--- config.mk ---
export PLATFORM = sky130hd
export DESIGN_NAME = hash_bucket_store_core
export DESIGN_NICKNAME = d
export VERILOG_FILES = /design/src/rtl/hbs_pkg.sv /design/src/rtl/hbs_cell.sv /design/src/rtl/hash_bucket_store_core.sv
export SDC_FILE = /design/constraint.sdc
export NUM_CORES = 1
export LEC_CHECK = 0
export CORE_MARGIN = 3
export CORE_UTILIZATION = 55
export DETAILED_ROUTE_END_ITERATION = 10
export DONT_BUFFER_PORTS = 1
export GPL_TIMING_DRIVEN = 0
export MAX_ROUTING_LAYER = met4
export PLACE_DENSITY = 0.78
export SYNTH_ARGS = -nofsm -noshare
export SYNTH_HDL_FRONTEND = slang
export SYNTH_SLANG_ARGS = --single-unit
export TNS_END_PERCENT = 20
--- constraint.sdc ---
create_clock -name clk -period 12 [get_ports clk]
set_input_delay 1.2 -clock clk [delete_from_list [all_inputs] [get_ports clk]]
set_output_delay 1.2 -clock clk [all_outputs]
set_load 0.05 [all_outputs]
--- src/rtl/hbs_pkg.sv ---
// Shared types and constants for the hash bucket store.
`timescale 1ns / 1ps
package hbs_pkg;
	localparam int MAX_ENTRIES = 8;
	localparam int KEY_BITS    = 16;
	localparam int IDX_W       = $clog2(MAX_ENTRIES);
	localparam int CNT_W       = $clog2(MAX_ENTRIES + 1);
	localparam int SIZE_W      = 4;
	localparam int DEPTH_W     = 5;
	localparam int CMD_W       = 3;
	localparam int SLOT_W      = 3;
	localparam int FS_W        = 4;

	localparam logic [CMD_W-1:0] CMD_INSERT = 3'd0;
	localparam logic [CMD_W-1:0] CMD_SEARCH = 3'd1;
	localparam logic [CMD_W-1:0] CMD_REMOVE = 3'd2;
	localparam logic [CMD_W-1:0] CMD_PREFIX = 3'd3;
	localparam logic [CMD_W-1:0] CMD_READ   = 3'd4;

	localparam logic REG_BUCKET_SIZE = 1'b0;
	localparam logic REG_DEPTH_BITS  = 1'b1;

	localparam logic signed [FS_W-1:0] FS_NONE = -4'sd1;

	typedef struct packed {
		logic valid;
		logic write_en;
		logic shift_en;
		logic last;
	} hbs_cell_ctl_t;
endpackage

--- src/rtl/hbs_cell.sv ---
// One key slot of the bucket: holds a key, compares it and shifts from its right neighbor.
`timescale 1ns / 1ps
module hbs_cell (
	input  logic                          clk,
	input  hbs_pkg::hbs_cell_ctl_t        ctl,
	input  logic [hbs_pkg::KEY_BITS-1:0]  key,
	input  logic [hbs_pkg::KEY_BITS-1:0]  next_key,
	input  logic                          found_prev,
	output logic [hbs_pkg::KEY_BITS-1:0]  stored_key,
	output logic                          first_hit,
	output logic                          found_chain
);
	logic [hbs_pkg::KEY_BITS-1:0] key_q;
	logic                         hit;

	assign hit         = ctl.valid && (key_q == key);
	assign first_hit   = hit && !found_prev;
	assign found_chain = found_prev || hit;
	assign stored_key  = key_q;

	always_ff @(posedge clk) begin
		if (ctl.write_en) begin
			key_q <= key;
		end else if (ctl.shift_en && found_chain) begin
			key_q <= ctl.last ? '0 : next_key;
		end
	end
endmodule

--- src/rtl/hash_bucket_store_core.sv ---
// Top level of the hash bucket store: command decode, cell row, status and APB registers.
`timescale 1ns / 1ps
// One bucket of an extendible hash table holding up to 8 keys of 16 bits in a row of
// cells, one cell per slot; each cell compares its key with the request key and passes
// a found flag and its key to its neighbor, so search, remove with left shift, insert,
// prefix check and slot read all resolve combinationally in the row. busy stays low: a request is
// taken every cycle, and its result appears with done high in the following cycle.
// Results cannot be held off, so the receiver must take each one when done is high.
// Registers: bucket_size at 0x0, depth_bits at 0x4. Slots never written read back
// as undefined.
module hash_bucket_store_core (
	input  logic                                clk,
	input  logic                                arst_n,
	input  logic                                start,
	output logic                                busy,
	input  logic [hbs_pkg::CMD_W-1:0]           command,
	input  logic [hbs_pkg::KEY_BITS-1:0]        key,
	input  logic [hbs_pkg::SLOT_W-1:0]          slot,
	output logic                                done,
	output logic                                ok,
	output logic signed [hbs_pkg::FS_W-1:0]     found_slot,
	output logic [hbs_pkg::KEY_BITS-1:0]        read_key,
	output logic                                is_full,
	output logic                                is_empty,
	output logic [hbs_pkg::CNT_W-1:0]           entry_count,
	input  logic                                psel,
	input  logic                                penable,
	input  logic                                pwrite,
	input  logic [2:0]                          paddr,
	input  logic [31:0]                         pwdata,
	output logic [31:0]                         prdata,
	output logic                                pready
);
	localparam int N = hbs_pkg::MAX_ENTRIES;

	logic [hbs_pkg::SIZE_W-1:0]   bucket_size_q;
	logic [hbs_pkg::DEPTH_W-1:0]  depth_bits_q;
	logic [hbs_pkg::CNT_W-1:0]    count_q;
	logic [hbs_pkg::CNT_W-1:0]    count_next;
	logic [hbs_pkg::SIZE_W-1:0]   cap;
	logic [hbs_pkg::DEPTH_W-1:0]  depth_eff;
	logic [hbs_pkg::KEY_BITS-1:0] prefix_mask;

	hbs_pkg::hbs_cell_ctl_t       ctl [N];
	logic [hbs_pkg::KEY_BITS-1:0] cell_key [N];
	logic [hbs_pkg::KEY_BITS-1:0] next_key [N];
	logic [N:0]                   found_chain;
	logic [N-1:0]                 first_hit;
	logic [hbs_pkg::IDX_W-1:0]    hit_idx;
	logic                         any_hit;

	logic accept;
	logic insert_go;
	logic remove_go;
	logic cfg_wr;

	logic                              ok_next;
	logic signed [hbs_pkg::FS_W-1:0]   fs_next;
	logic [hbs_pkg::KEY_BITS-1:0]      rk_next;

	logic                              done_q;
	logic                              ok_q;
	logic signed [hbs_pkg::FS_W-1:0]   found_slot_q;
	logic [hbs_pkg::KEY_BITS-1:0]      read_key_q;
	logic                              is_full_q;
	logic                              is_empty_q;
	logic [hbs_pkg::CNT_W-1:0]         entry_count_q;

	assign busy   = 1'b0;
	assign accept = start && !busy;
	assign pready = 1'b1;
	assign cfg_wr = psel && penable && pwrite && pready;

	always_ff @(posedge clk or negedge arst_n) begin
		if (!arst_n) begin
			bucket_size_q <= hbs_pkg::SIZE_W'(1);
			depth_bits_q  <= hbs_pkg::DEPTH_W'(1);
		end else if (cfg_wr) begin
			case (paddr[2])
				hbs_pkg::REG_BUCKET_SIZE: bucket_size_q <= pwdata[hbs_pkg::SIZE_W-1:0];
				hbs_pkg::REG_DEPTH_BITS:  depth_bits_q  <= pwdata[hbs_pkg::DEPTH_W-1:0];
				default: ;
			endcase
		end
	end

	always_comb begin
		case (paddr[2])
			hbs_pkg::REG_BUCKET_SIZE: prdata = 32'(bucket_size_q);
			hbs_pkg::REG_DEPTH_BITS:  prdata = 32'(depth_bits_q);
			default:                  prdata = '0;
		endcase
	end

	assign cap = (bucket_size_q > hbs_pkg::SIZE_W'(N)) ? hbs_pkg::SIZE_W'(N) : bucket_size_q;
	assign depth_eff = (depth_bits_q > hbs_pkg::DEPTH_W'(hbs_pkg::KEY_BITS))
		? hbs_pkg::DEPTH_W'(hbs_pkg::KEY_BITS) : depth_bits_q;
	assign prefix_mask = ~({hbs_pkg::KEY_BITS{1'b1}} >> depth_eff);

	assign insert_go = accept && (command == hbs_pkg::CMD_INSERT)
		&& (hbs_pkg::SIZE_W'(count_q) < cap);
	assign remove_go = accept && (command == hbs_pkg::CMD_REMOVE);

	always_comb begin
		for (int i = 0; i < N; i++) begin
			ctl[i].valid    = hbs_pkg::CNT_W'(i) < count_q;
			ctl[i].write_en = insert_go && (count_q == hbs_pkg::CNT_W'(i));
			ctl[i].shift_en = remove_go && (hbs_pkg::CNT_W'(i) < count_q);
			ctl[i].last     = count_q == hbs_pkg::CNT_W'(i + 1);
			next_key[i]     = (i + 1 < N) ? cell_key[(i + 1) % N] : '0;
		end
	end

	assign found_chain[0] = 1'b0;

	for (genvar g = 0; g < N; g++) begin : g_cell
		hbs_cell u_cell (
			.clk         (clk),
			.ctl         (ctl[g]),
			.key         (key),
			.next_key    (next_key[g]),
			.found_prev  (found_chain[g]),
			.stored_key  (cell_key[g]),
			.first_hit   (first_hit[g]),
			.found_chain (found_chain[g + 1])
		);
	end

	assign any_hit = found_chain[N];

	always_comb begin
		hit_idx = '0;
		for (int i = 0; i < N; i++) begin
			if (first_hit[i]) begin
				hit_idx = hit_idx | hbs_pkg::IDX_W'(i);
			end
		end
	end

	always_comb begin
		count_next = count_q;
		if (insert_go) begin
			count_next = count_q + 1'b1;
		end else if (remove_go && any_hit) begin
			count_next = count_q - 1'b1;
		end
	end

	always_comb begin
		ok_next = 1'b0;
		fs_next = hbs_pkg::FS_NONE;
		rk_next = '0;
		case (command)
			hbs_pkg::CMD_INSERT: ok_next = insert_go;
			hbs_pkg::CMD_SEARCH: begin
				if (any_hit) begin
					fs_next = hbs_pkg::FS_W'(hit_idx);
				end
			end
			hbs_pkg::CMD_REMOVE: ok_next = any_hit;
			hbs_pkg::CMD_PREFIX: begin
				ok_next = (count_q != '0) && (((key ^ cell_key[0]) & prefix_mask) == '0);
			end
			hbs_pkg::CMD_READ: begin
				if (32'(slot) < 32'(N)) begin
					rk_next = cell_key[slot[hbs_pkg::IDX_W-1:0]];
				end
			end
			default: ;
		endcase
	end

	always_ff @(posedge clk or negedge arst_n) begin
		if (!arst_n) begin
			count_q <= '0;
			done_q  <= 1'b0;
		end else begin
			count_q <= count_next;
			done_q  <= accept;
		end
	end

	always_ff @(posedge clk) begin
		if (accept) begin
			ok_q          <= ok_next;
			found_slot_q  <= fs_next;
			read_key_q    <= rk_next;
			is_full_q     <= hbs_pkg::SIZE_W'(count_next) >= cap;
			is_empty_q    <= count_next == '0;
			entry_count_q <= count_next;
		end
	end

	assign done        = done_q;
	assign ok          = ok_q;
	assign found_slot  = found_slot_q;
	assign read_key    = read_key_q;
	assign is_full     = is_full_q;
	assign is_empty    = is_empty_q;
	assign entry_count = entry_count_q;

	a_done_follows: assert property (@(posedge clk) disable iff (!arst_n)
		accept |=> done)
		else $error("request without result");

	a_count_range: assert property (@(posedge clk) disable iff (!arst_n)
		count_q <= hbs_pkg::CNT_W'(N))
		else $error("entry count above bucket depth");

	a_insert_count: assert property (@(posedge clk) disable iff (!arst_n)
		insert_go |=> (count_q == $past(count_q) + 1'b1) && ok)
		else $error("insert did not advance count");

	a_remove_count: assert property (@(posedge clk) disable iff (!arst_n)
		(remove_go && any_hit) |=> (count_q == $past(count_q) - 1'b1) && ok)
		else $error("remove did not drop count");

	a_first_hit: assert property (@(posedge clk) disable iff (!arst_n)
		$onehot0(first_hit) && (any_hit == (first_hit != '0)))
		else $error("match chain inconsistent");
endmodule
==> reports/qor.yml, run 1 <==
status:
  outcome: "finished, final reports clean"
sta:
  finClkSkew_ps: 10.64
  tightest_slew_ps: 1099
  hold_viol_final: 0
  slew_headroom_pct: 26.76
  timing.final.crit_period_ps: 4452
  grt_setup_unrepaired: "no"
  drv_slew: 0
  finalSetupViolations: 0
  final.period_utilization_pct: 37.10
  tns_ps: 0
  fmax_mhz: 224.6
  setup_slack_ps: 7548
clock_network:
  htree_levels: 4
  worstSkewPairLatency_ps: 440
  cts.clk_slew.worst_paths_ps: 60
  cts_made_buffers: 17
  cts_tree: "yes"
  cts.path.max_buffers: 2
  cts_hold_buffers: 0
  root_buffer: "clkbuf_16"
  post-cts-setup-buffer-count: 0
  clock_sinks: 169
  cts_resized: 0
pwr:
  p_leak_nw: 4.297
  ir_worst_vdd_mv: 0.1072
  p_per_area_mw_per_mm2: 130.0
place:
  dp_cells: 1329
  io_buffers: 0
  dp_hpwl_um: 25090
  pre_cts_slack_ps: 7267
  place.gp.congestion: 1.056
floorplan:
  coreArea_mm2: 0.01883
  start_util_pct: 56.35
  ios: 125
  num_rows: 50
  die_w_um: 144.9
  fp.dieArea_mm2: 0.02099
  fp.dieH_um: 144.9
critical_path:
  path_delay_family: "simple AND/OR/NAND/NOR gates"
  cpMaxStageDelayCell: "nor4_1"
  path_cells: "clkbuf_1 > inv_1 > ha_1 > o21ai_0 > nand4_1 > nor4_1 > nor4b_4 > a21oi_2 > nor2_1 > xnor2_1 > ha_1 > nand2b_1 > a21oi_1 > nor2b_1 > o21ai_0 > nand2b_1"
  timing.critical_path.buf_inv: 2
  critPathRequiredTime_ps: 12190
  startpoint_type: "flop"
  crit_path_end_kind: "flop"
  critPathKind: "reg2reg"
  crit_fanout: 8
  slowest_delay_ps: 800
  arrival_ps: 4640
route:
  drt_drc_violations_left: 0
  vias_per_cell: 6.508
  routed_wl_um: 33960
  antenna_left: 0
  drtIter0Drc: 1922
  vias: 8858
  wl_per_cell_um: 24.95
  drtPass1Iterations: 7
yosys:
  ys_async_sr_fraction_pct: 8.284
  yosys_most_used_dff: "edfxtp_1"
  yosys.area.top_type: "edfxtp_1"
  syn_avg_cell_area_um2: 10.21
  ys_ff_latch: 169
  netlist_area_mm2: 0.01061
  synth_edf_count: 155
  ys_types: 57
  yosys-top-cells-area: "edfxtp_1, nand2_1, mux4_2"
  netlist_instances: 1039
  synth_top_area_share_pct: 43.87
  synthTopCellsByCount: "nand2_1, edfxtp_1, o21ai_0"
  yosysMostFrequentCell: "nand2_1"
  seq_area_frac_synth_pct: 47.19
  yosysWarningCount: 0
hold_path:
  hold_class: "in2async"
layout:
  drive_gt1_share_pct: 15.17
  fin_nets: 1163
  fin_util_pct: 62.27
  n_antenna_cell: 0
  stdcell_count: 1361
  area_growth_syn_to_layout_pct: 10.52
run:
  max_cap_violations: 0
global_routing:
  grt_remaining_overflow: 0
  grt_pass1_vias: 8339
  grt_max_degree: 32
  antenna_found_initial: 0
  grt_pass1_wl_um: 50680
  grtUsageTotal_pct: 33.56
-- flip-flops by register name, indices dropped and copies added, names as in the netlist --
register	flops
depth_bits_q	5
g_cell.u_cell.stored_key	128
count_q	4
done	1
is_empty	1
is_full	1
found_slot	4
bucket_size_q	4
read_key	16
entry_count	4
ok	1
-- cell type report --
cell class / instances / area [µm²]
Sequential cell: 169 / 5007
Clock inverter: 15 / 175.2
Tap cell: 260 / 325.3
Fill cell: 1469 / 7104
Multi-Input combinational cell: 764 / 5090
Inverter: 22 / 82.58
Buffer: 111 / 590.6
Timing Repair Buffer: 3 / 30.03
Clock buffer: 17 / 425.4
-- power breakdown --
part	internal [mW]	total [mW]	switching [mW]	leakage, nW
clock network	0.328	0.575	0.248	0.279
registers	0.658	0.701	0.0430	1.54
logic	0.0861	0.248	0.162	2.48
-- logic make-up after synthesis --
group | share of synthesized area, %
AO/OA/AOI/OAI | 8.538
adder cells (fa/ha/maj) | 1.415
multiplexers | 9.670
flip-flops | 47.19
XOR/XNOR | 10.73
buffers and inverters | 6.344
other | 0.07078
AND/OR/NAND/NOR | 16.04
-- routing by layer --
layer  up-vias  global-route usage (%)  share of wire, %
li1       3706                       -                 -
met1      4114                   43.62                35
met2       868                   49.00                44
met3       170                   9.201                15
met4         0                   15.71               6.2
met5         -                       -                 0
-- cells in the final DEF, fill, tap and decap left out, types with 4 or more instances in the layout --
cell,count
buf_1,5
xor2_1,82
clkbuf_16,17
nand4_1,14
nand2_1,212
dfrtp_1,12
nor2_1,41
nand3_1,25
clkinvlp_4,4
conb_1,29
inv_1,22
nand2b_1,6
mux2_2,12
xnor2_1,48
and2_1,4
mux4_2,32
o21ai_0,108
clkbuf_1,37
mux2i_1,17
nor4_1,15
nor3_1,26
buf_2,37
ha_1,12
edfxtp_1,155
a21oi_1,11
buf_4,32
o21ai_1,17
nor2b_1,6
-- per-stage QoR --
stage	power (mW)	hold WS, ps	area (µm²)
2_1_floorplan	0.8937	498.4	10710
3_3_place_gp	0.9467	531.0	11040
3_5_place_dp	0.9530	529.6	11130
4_1_cts	1.515	449.9	11730
5_1_grt	1.565	440.0	11730
6_report	1.525	451.0	11730
-- worst paths after layout --
kind	startpoint	depth (start not counted)	slack, ps	to
max	count_q[0]	16	7550	is_full
min	arst_n	0	450	depth_bits_q[4]
max reg2reg	count_q[0]	16	7550	is_full
min reg2reg	bucket_size_q[1]	1	560	bucket_size_q[1]
max in group asynchronous	arst_n	0	11380	bucket_size_q[0]
min in group clk	bucket_size_q[1]	1	560	bucket_size_q[1]
Note: power is estimated with default switching activity, not from simulation.
==> run 2, diff against run 1 <==
Settings changed: ABC_AREA set to 1, PLACE_DENSITY 0.78 to 0.81.
Clock period 12 ns to 3.9 ns, I/O delays scaled along.
==> reports/qor.yml, run 2 <==
clock_network:
  cts.clk_slew.worst_paths_ps: 70  # about the same
  cts.path.max_buffers: 2  # unchanged
  cts_made_buffers: 17  # unchanged
  cts_hold_buffers: 2  # +2
  htree_levels: 4  # unchanged
  cts_tree: "yes"
  worstSkewPairLatency_ps: 450  # about the same
  clock_sinks: 169  # unchanged
  post-cts-setup-buffer-count: 0  # unchanged
  root_buffer: "clkbuf_16"
  cts_resized: 0  # unchanged
global_routing:
  grt_pass1_vias: 9706  # +16%
  grt_max_degree: 30  # -6.3%
  antenna_found_initial: 0  # unchanged
  grt_pass1_wl_um: 54540  # +7.6%
  grt_remaining_overflow: 0  # unchanged
  grtUsageTotal_pct: 33.55  # about the same
pwr:
  ir_worst_vdd_mv: 0.3316  # +210%
  p_per_area_mw_per_mm2: 394.9  # +200%
  p_leak_nw: 5.197  # +21%
yosys:
  netlist_area_mm2: 0.01105  # +4.1%
  ys_ff_latch: 169  # unchanged
  yosysWarningCount: 0  # unchanged
  synth_compound_area_share_pct: 15.03  # +6.5 points
  synth_xor_area_share_pct: 3.012  # -7.7 points
  synth_fa_ha_area_share_pct: 1.359  # -0.056 points
  synth_top_family_by_area: "simple AND/OR/NAND/NOR gates"
  synth_edf_count: 155  # unchanged
  syn_avg_cell_area_um2: 7.908  # -23%
  ys_types: 45  # -21%
  yosys-top-cells-area: "edfxtp_1, o21ai_0, nand2_1"
  synth_top_area_share_pct: 42.13  # -1.7 points
  ys_async_sr_fraction_pct: 8.284  # unchanged
  netlist_instances: 1397  # +34%
  yosys.area.top_type: "edfxtp_1"
  yosysMostFrequentCell: "nand2_1"
  yosys_most_used_dff: "edfxtp_1"
  seq_area_frac_synth_pct: 45.32  # -1.9 points
  synthTopCellsByCount: "nand2_1, o21ai_0, edfxtp_1"
  muxShareOfSynthArea_pct: 0.1019  # -9.6 points
  synth-simple-area-share_pct: 23.44  # +7.4 points
sta:
  slew_headroom_pct: 34.46  # +7.7 points
  finalSetupViolations: 0  # unchanged
  timing.final.crit_period_ps: 3627  # -825.3 ps
  tightest_slew_ps: 976.5  # -122.1 ps
  fin_hold_ws_ps: 52.42  # -398.5 ps
  fmax_mhz: 275.7  # +23%
  tns_ps: 0  # unchanged
  drv_slew: 0  # unchanged
  hold_viol_final: 0  # unchanged
  grt_setup_unrepaired: "no"
  finClkSkew_ps: 11.89  # +1.247 ps
  final.period_utilization_pct: 92.99  # +56 points
layout:
  fin_nets: 1525  # +31%
  area_growth_syn_to_layout_pct: 9.898
  n_antenna_cell: 0  # unchanged
  final_cell_mix: "nand2_1, o21ai_0, edfxtp_1"
  layout_commonest_cell: "nand2_1"
  largest_reg_flops: 128  # unchanged
  drive_gt1_share_pct: 9.023  # -6.1 points
  multi_input_area_mm2: 0.004881  # -4.1%
  regArea_mm2: 0.005007  # unchanged
  nFillCells: 1745  # +19%
critical_path:
  reg2reg_to: "is_full"
  r2r_slack_ps: 270  # -7270 ps
  arrival_ps: 3810  # -830 ps
  startpoint_type: "flop"
  crit_fanout: 7  # -1
  reg2reg_depth: 21  # +5
  crit_path_end_kind: "flop"
  critPathRequiredTime_ps: 4080  # -8110 ps
  rr_startpoint: "count_q[1]"
  critPathKind: "reg2reg"
route:
  vias_per_cell: 5.996  # -7.9%
  wl_per_cell_um: 20.61  # -17%
  drtIter0Drc: 1602  # -17%
  routed_wl_um: 35610  # +4.9%
  antenna_left: 0  # unchanged
  vias: 10361  # +17%
  drt_drc_violations_left: 0  # unchanged
  drtPass1Iterations: 6  # -1
hold_path:
  worstHoldPathCells: 0
  hold_path_end: "ok"
  hold_class: "in2reg"
  hold_start: "start"
floorplan:
  start_util_pct: 56.40  # about the same
  coreArea_mm2: 0.01959  # +4.0%
  fp.dieArea_mm2: 0.02182  # +4.0%
  die_w_um: 147.7  # +2.0%
  ios: 125  # unchanged
  num_rows: 51  # +2.0%
  fp.dieH_um: 147.7  # +2.0%
place:
  place.gp.congestion: 0.9982  # -5.5%
  dp_hpwl_um: 27950  # +11%
  io_buffers: 0  # unchanged
status:
  outcome: "finished, final reports clean"
run:
  max_cap_violations: 0  # unchanged
[run 2: cell types whose count changed in the layout (fill, tap and decap cells not counted), moves of 34 or more]
cell     delta
nand3_1   +122
o21ai_0   +108
inv_1     +100
nor2_1     +79
nand2_1    +77
xor2_1     -58
a21oi_1    +45
buf_2      -34
xnor2_1    -34
[run 2: critical path, cell delays in order, from the launching register on]
cell and delay, ps:
dfrtp_1 470, inv_1 200, ha_1 280, nor2_1 60, nor2_1 340, nor2_1 120
nand2_1 80, nor2_1 40, nand3_1 170, nand2_1 140, nor2_4 230, nand4_4 170
nand2_2 140, nand2_1 60, nand3_1 70, nand2_1 70, inv_1 120, ha_1 260
inv_1 60, nor2_1 30, o211ai_1 160, nand3_1 90
[run 2: cell families (layout without fill, tap and decap cells)]
group	count (synthesis)	count (layout)
mux	1	1
compound gates	317	317
xor+xnor	38	38
other cells	2	29
fa+ha+maj	12	12
simple gates	603	603
buf+inv	255	294
flops	169	169
[run 2: how the worst max path moves through the flow]
stage	startpoint	endpoint	depth (start not counted)
after CTS	count_q[1]	is_full	21
after global placement	count_q[1]	g_cell[1].u_cell.stored_key[9]	11
after global routing	count_q[1]	is_full	21
after floorplan	count_q[1]	g_cell[5].u_cell.stored_key[0]	13
final	count_q[1]	is_full	21
after detailed placement	count_q[0]	is_full	21
[run 2: per-layer routing]
| layer | share of wire, % | vias up | routed length, µm | track usage (%) |
|---|---|---|---|---|
| met4 | 4.2 | 0 | 1512 | 13.51 |
| met1 | 39 | 4768 | 14020 | 44.97 |
| li1 | - | 4765 | - | - |
| met2 | 46 | 727 | 16340 | 51.46 |
| met3 | 11 | 101 | 3750 | 5.457 |
| met5 | 0 | - | 0 | - |
[run 2: final cells by class]
class	count	share of cell area, %
buffer	115	6.121
clock buffer	20	3.596
timing repair buffer	7	0.5668
sequential	169	41.24
clock inverter	12	1.051
inverter	140	4.493
tap	265	2.731
multi-input combinational	1000	40.20
[run 2: where the power goes]
group	switching [mW]	internal, mW
sequential	0.156	2.04
combinational	0.647	0.264
clock	0.744	0.939
[run 2: metrics by stage]
stage / area [µm²] / setup slack [ps] / utilization [%] / power [mW] / instances
6_report: 12140 / 273.3 / 61.98 / 4.794 / 1728
5_1_grt: 12140 / 59.23 / 61.98 / 4.948 / 1728
4_1_cts: 12140 / 387.3 / 61.98 / 4.745 / 1728
3_5_place_dp: 11560 / 416.5 / 59.00 / 3.108 / 1694
3_3_place_gp: 11480 / -329.0 / 58.61 / 3.074 / 1689
2_1_floorplan: 11150 / 770.6 / - / 2.871 / 1424
==> run 3, diff against run 2 <==
Settings changed: SYNTH_HIERARCHICAL set to 1.
==> reports/qor.yml, run 3 <==
critical_path:
  reg2reg_depth: 33  # +57%
  critPathKind: "reg2reg"
  crit_fanout: 7  # unchanged
  cpMaxStageDelayCell: "dfrtp_2"
  startpoint_type: "flop"
  slowest_delay_ps: 450  # -20 ps
  crit_path_end_kind: "flop"
  crit_top_cell: "nand2_2"
  arrival_ps: 3940  # +130 ps
  r2r_slack_ps: 130  # -140 ps
  critPathRequiredTime_ps: 4070  # about the same
global_routing:
  gr-usage-met2_pct: 55.69  # +4.2 points
  grt_max_degree: 33  # +10%
  grt_remaining_overflow: 0  # unchanged
  grtUsageTotal_pct: 35.03  # +1.5 points
  grt_pass1_wl_um: 67610  # +24%
  grt_pass1_vias: 12049  # +24%
  antenna_found_initial: 0  # unchanged
  busiest_layer: "met2"
  grt_use_met1_pct: 45.38  # +0.41 points
  met3_usage_pct: 4.929  # -0.53 points
pwr:
  p_per_area_mw_per_mm2: 376.0  # -4.8%
  p_leak_nw: 7.468  # +44%
  ir_worst_vdd_mv: 0.2755  # -17%
layout:
  nFillCells: 2166  # +24%
  layout_commonest_cell: "nand2_1"
  fin_nets: 2104  # +38%
  n_antenna_cell: 0  # unchanged
  stdcell_count: 2356  # +36%
  final_cell_mix: "nand2_1, inv_1, nor2_1"
  drive_gt1_share_pct: 8.615  # -0.41 points
  regArea_mm2: 0.005010  # about the same
  largest_reg_flops: 128  # unchanged
  area_growth_syn_to_layout_pct: 10.57
  multi_input_area_mm2: 0.006042  # +24%
  fin_util_pct: 62.77  # +0.79 points
sta:
  tns_ps: 0  # unchanged
  timing.final.crit_period_ps: 3767  # +140.3 ps
  drv_slew: 0  # unchanged
  hold_viol_final: 0  # unchanged
  final.period_utilization_pct: 96.59  # +3.6 points
  finalSetupViolations: 0  # unchanged
  slew_headroom_pct: 34.28  # -0.18 points
  fin_hold_ws_ps: 66.94  # +14.53 ps
  tightest_slew_ps: 979.2  # +2.679 ps
  finClkSkew_ps: 16.68  # +4.789 ps
  setup_slack_ps: 133.0  # -140.3 ps
  fmax_mhz: 265.5  # -3.7%
place:
  dp_cells: 2311  # +36%
  pre_cts_slack_ps: -564.1  # -980.6 ps
  dp_hpwl_um: 33150  # +19%
  place.gp.congestion: 1.013  # +1.5%
  io_buffers: 0  # unchanged
floorplan:
  fp.dieArea_mm2: 0.02561  # +17%
  coreArea_mm2: 0.02298  # +17%
  fp.dieH_um: 160.0  # +8.3%
  ios: 125  # unchanged
  num_rows: 55  # +7.8%
  die_w_um: 160.0  # +8.3%
  start_util_pct: 56.77  # +0.37 points
clock_network:
  clock_sinks: 169  # unchanged
  htree_levels: 4  # unchanged
  cts_made_buffers: 17  # unchanged
  worstSkewPairLatency_ps: 440  # about the same
  cts.path.max_buffers: 2  # unchanged
  cts_tree: "yes"
  root_buffer: "clkbuf_16"
  cts.clk_slew.worst_paths_ps: 70  # about the same
route:
  drtPass1Iterations: 6  # unchanged
  routed_wl_um: 44540  # +25%
  vias: 13068  # +26%
  vias_per_cell: 5.547  # -7.5%
  drt_drc_violations_left: 0  # unchanged
  drtIter0Drc: 1603  # +0.062%
  wl_per_cell_um: 18.91  # -8.3%
  antenna_left: 0  # unchanged
yosys:
  yosysWarningCount: 6  # +6
  netlist_instances: 1954  # +40%
  syn_avg_cell_area_um2: 6.677  # -16%
  netlist_area_mm2: 0.01305  # +18%
run:
  max_cap_violations: 0  # unchanged
status:
  outcome: "finished, final reports clean"
hold_path:
  hold_class: "in2reg"
  worstHoldPathCells: 0  # unchanged
run 3: metrics by stage:
step / total power, mW / area, µm²
after detailed placement: 3.536 / 13600
final: 5.425 / 14430
after floorplan: 3.252 / 13210
after global routing: 5.661 / 14430
after CTS: 5.333 / 14310
after global placement: 3.500 / 13600
run 3: report_power, final:
group / total, mW / switching, mW / internal (mW)
Sequential: 2.30 / 0.193 / 2.11
Combinational: 1.36 / 0.899 / 0.460
Clock: 1.76 / 0.766 / 0.998
run 3: routing by layer:
layer  vias up  routed length [µm]
met3       121                3897
met4         0                1893
met2       685               20500
met5         -                   0
li1       6254                   -
met1      6008               18250
run 3: final cells by class:
cell class / instances / area share, %
Sequential cell: 169 / 34.73
Multi-Input combinational cell: 1286 / 41.88
Buffer: 79 / 3.582
Clock buffer: 23 / 3.764
Tap cell: 313 / 2.715
Timing Repair Buffer: 13 / 0.7372
Inverter: 464 / 12.11
Clock inverter: 9 / 0.4857
run 3: worst paths after layout:
kind,startpoint,to
min in group asynchronous,arst_n,depth_bits_q[4]
setup reg to reg,count_q[0],is_full
hold reg to reg,depth_bits_q[2],depth_bits_q[2]
max in group asynchronous,arst_n,count_q[0]
hold / removal,start,is_full
setup / recovery,count_q[0],is_full
run 3: what timing repair did:
item	CTS	global route
hold buffers	2	0
endpoints found under the setup margin	3	9
buffers inserted	4	7
pin swaps	7	16
hold endpoints to repair	15	0
gates resized for setup	12	26
run 3: critical path, delay by kind of cell, from the launching register on:
kind,cells,cell delay (ps)
adder cells (fa/ha/maj),2,380
AO/OA/AOI/OAI,3,420
buffers and inverters,10,630
flip-flops,1,450
AND/OR/NAND/NOR,18,1630
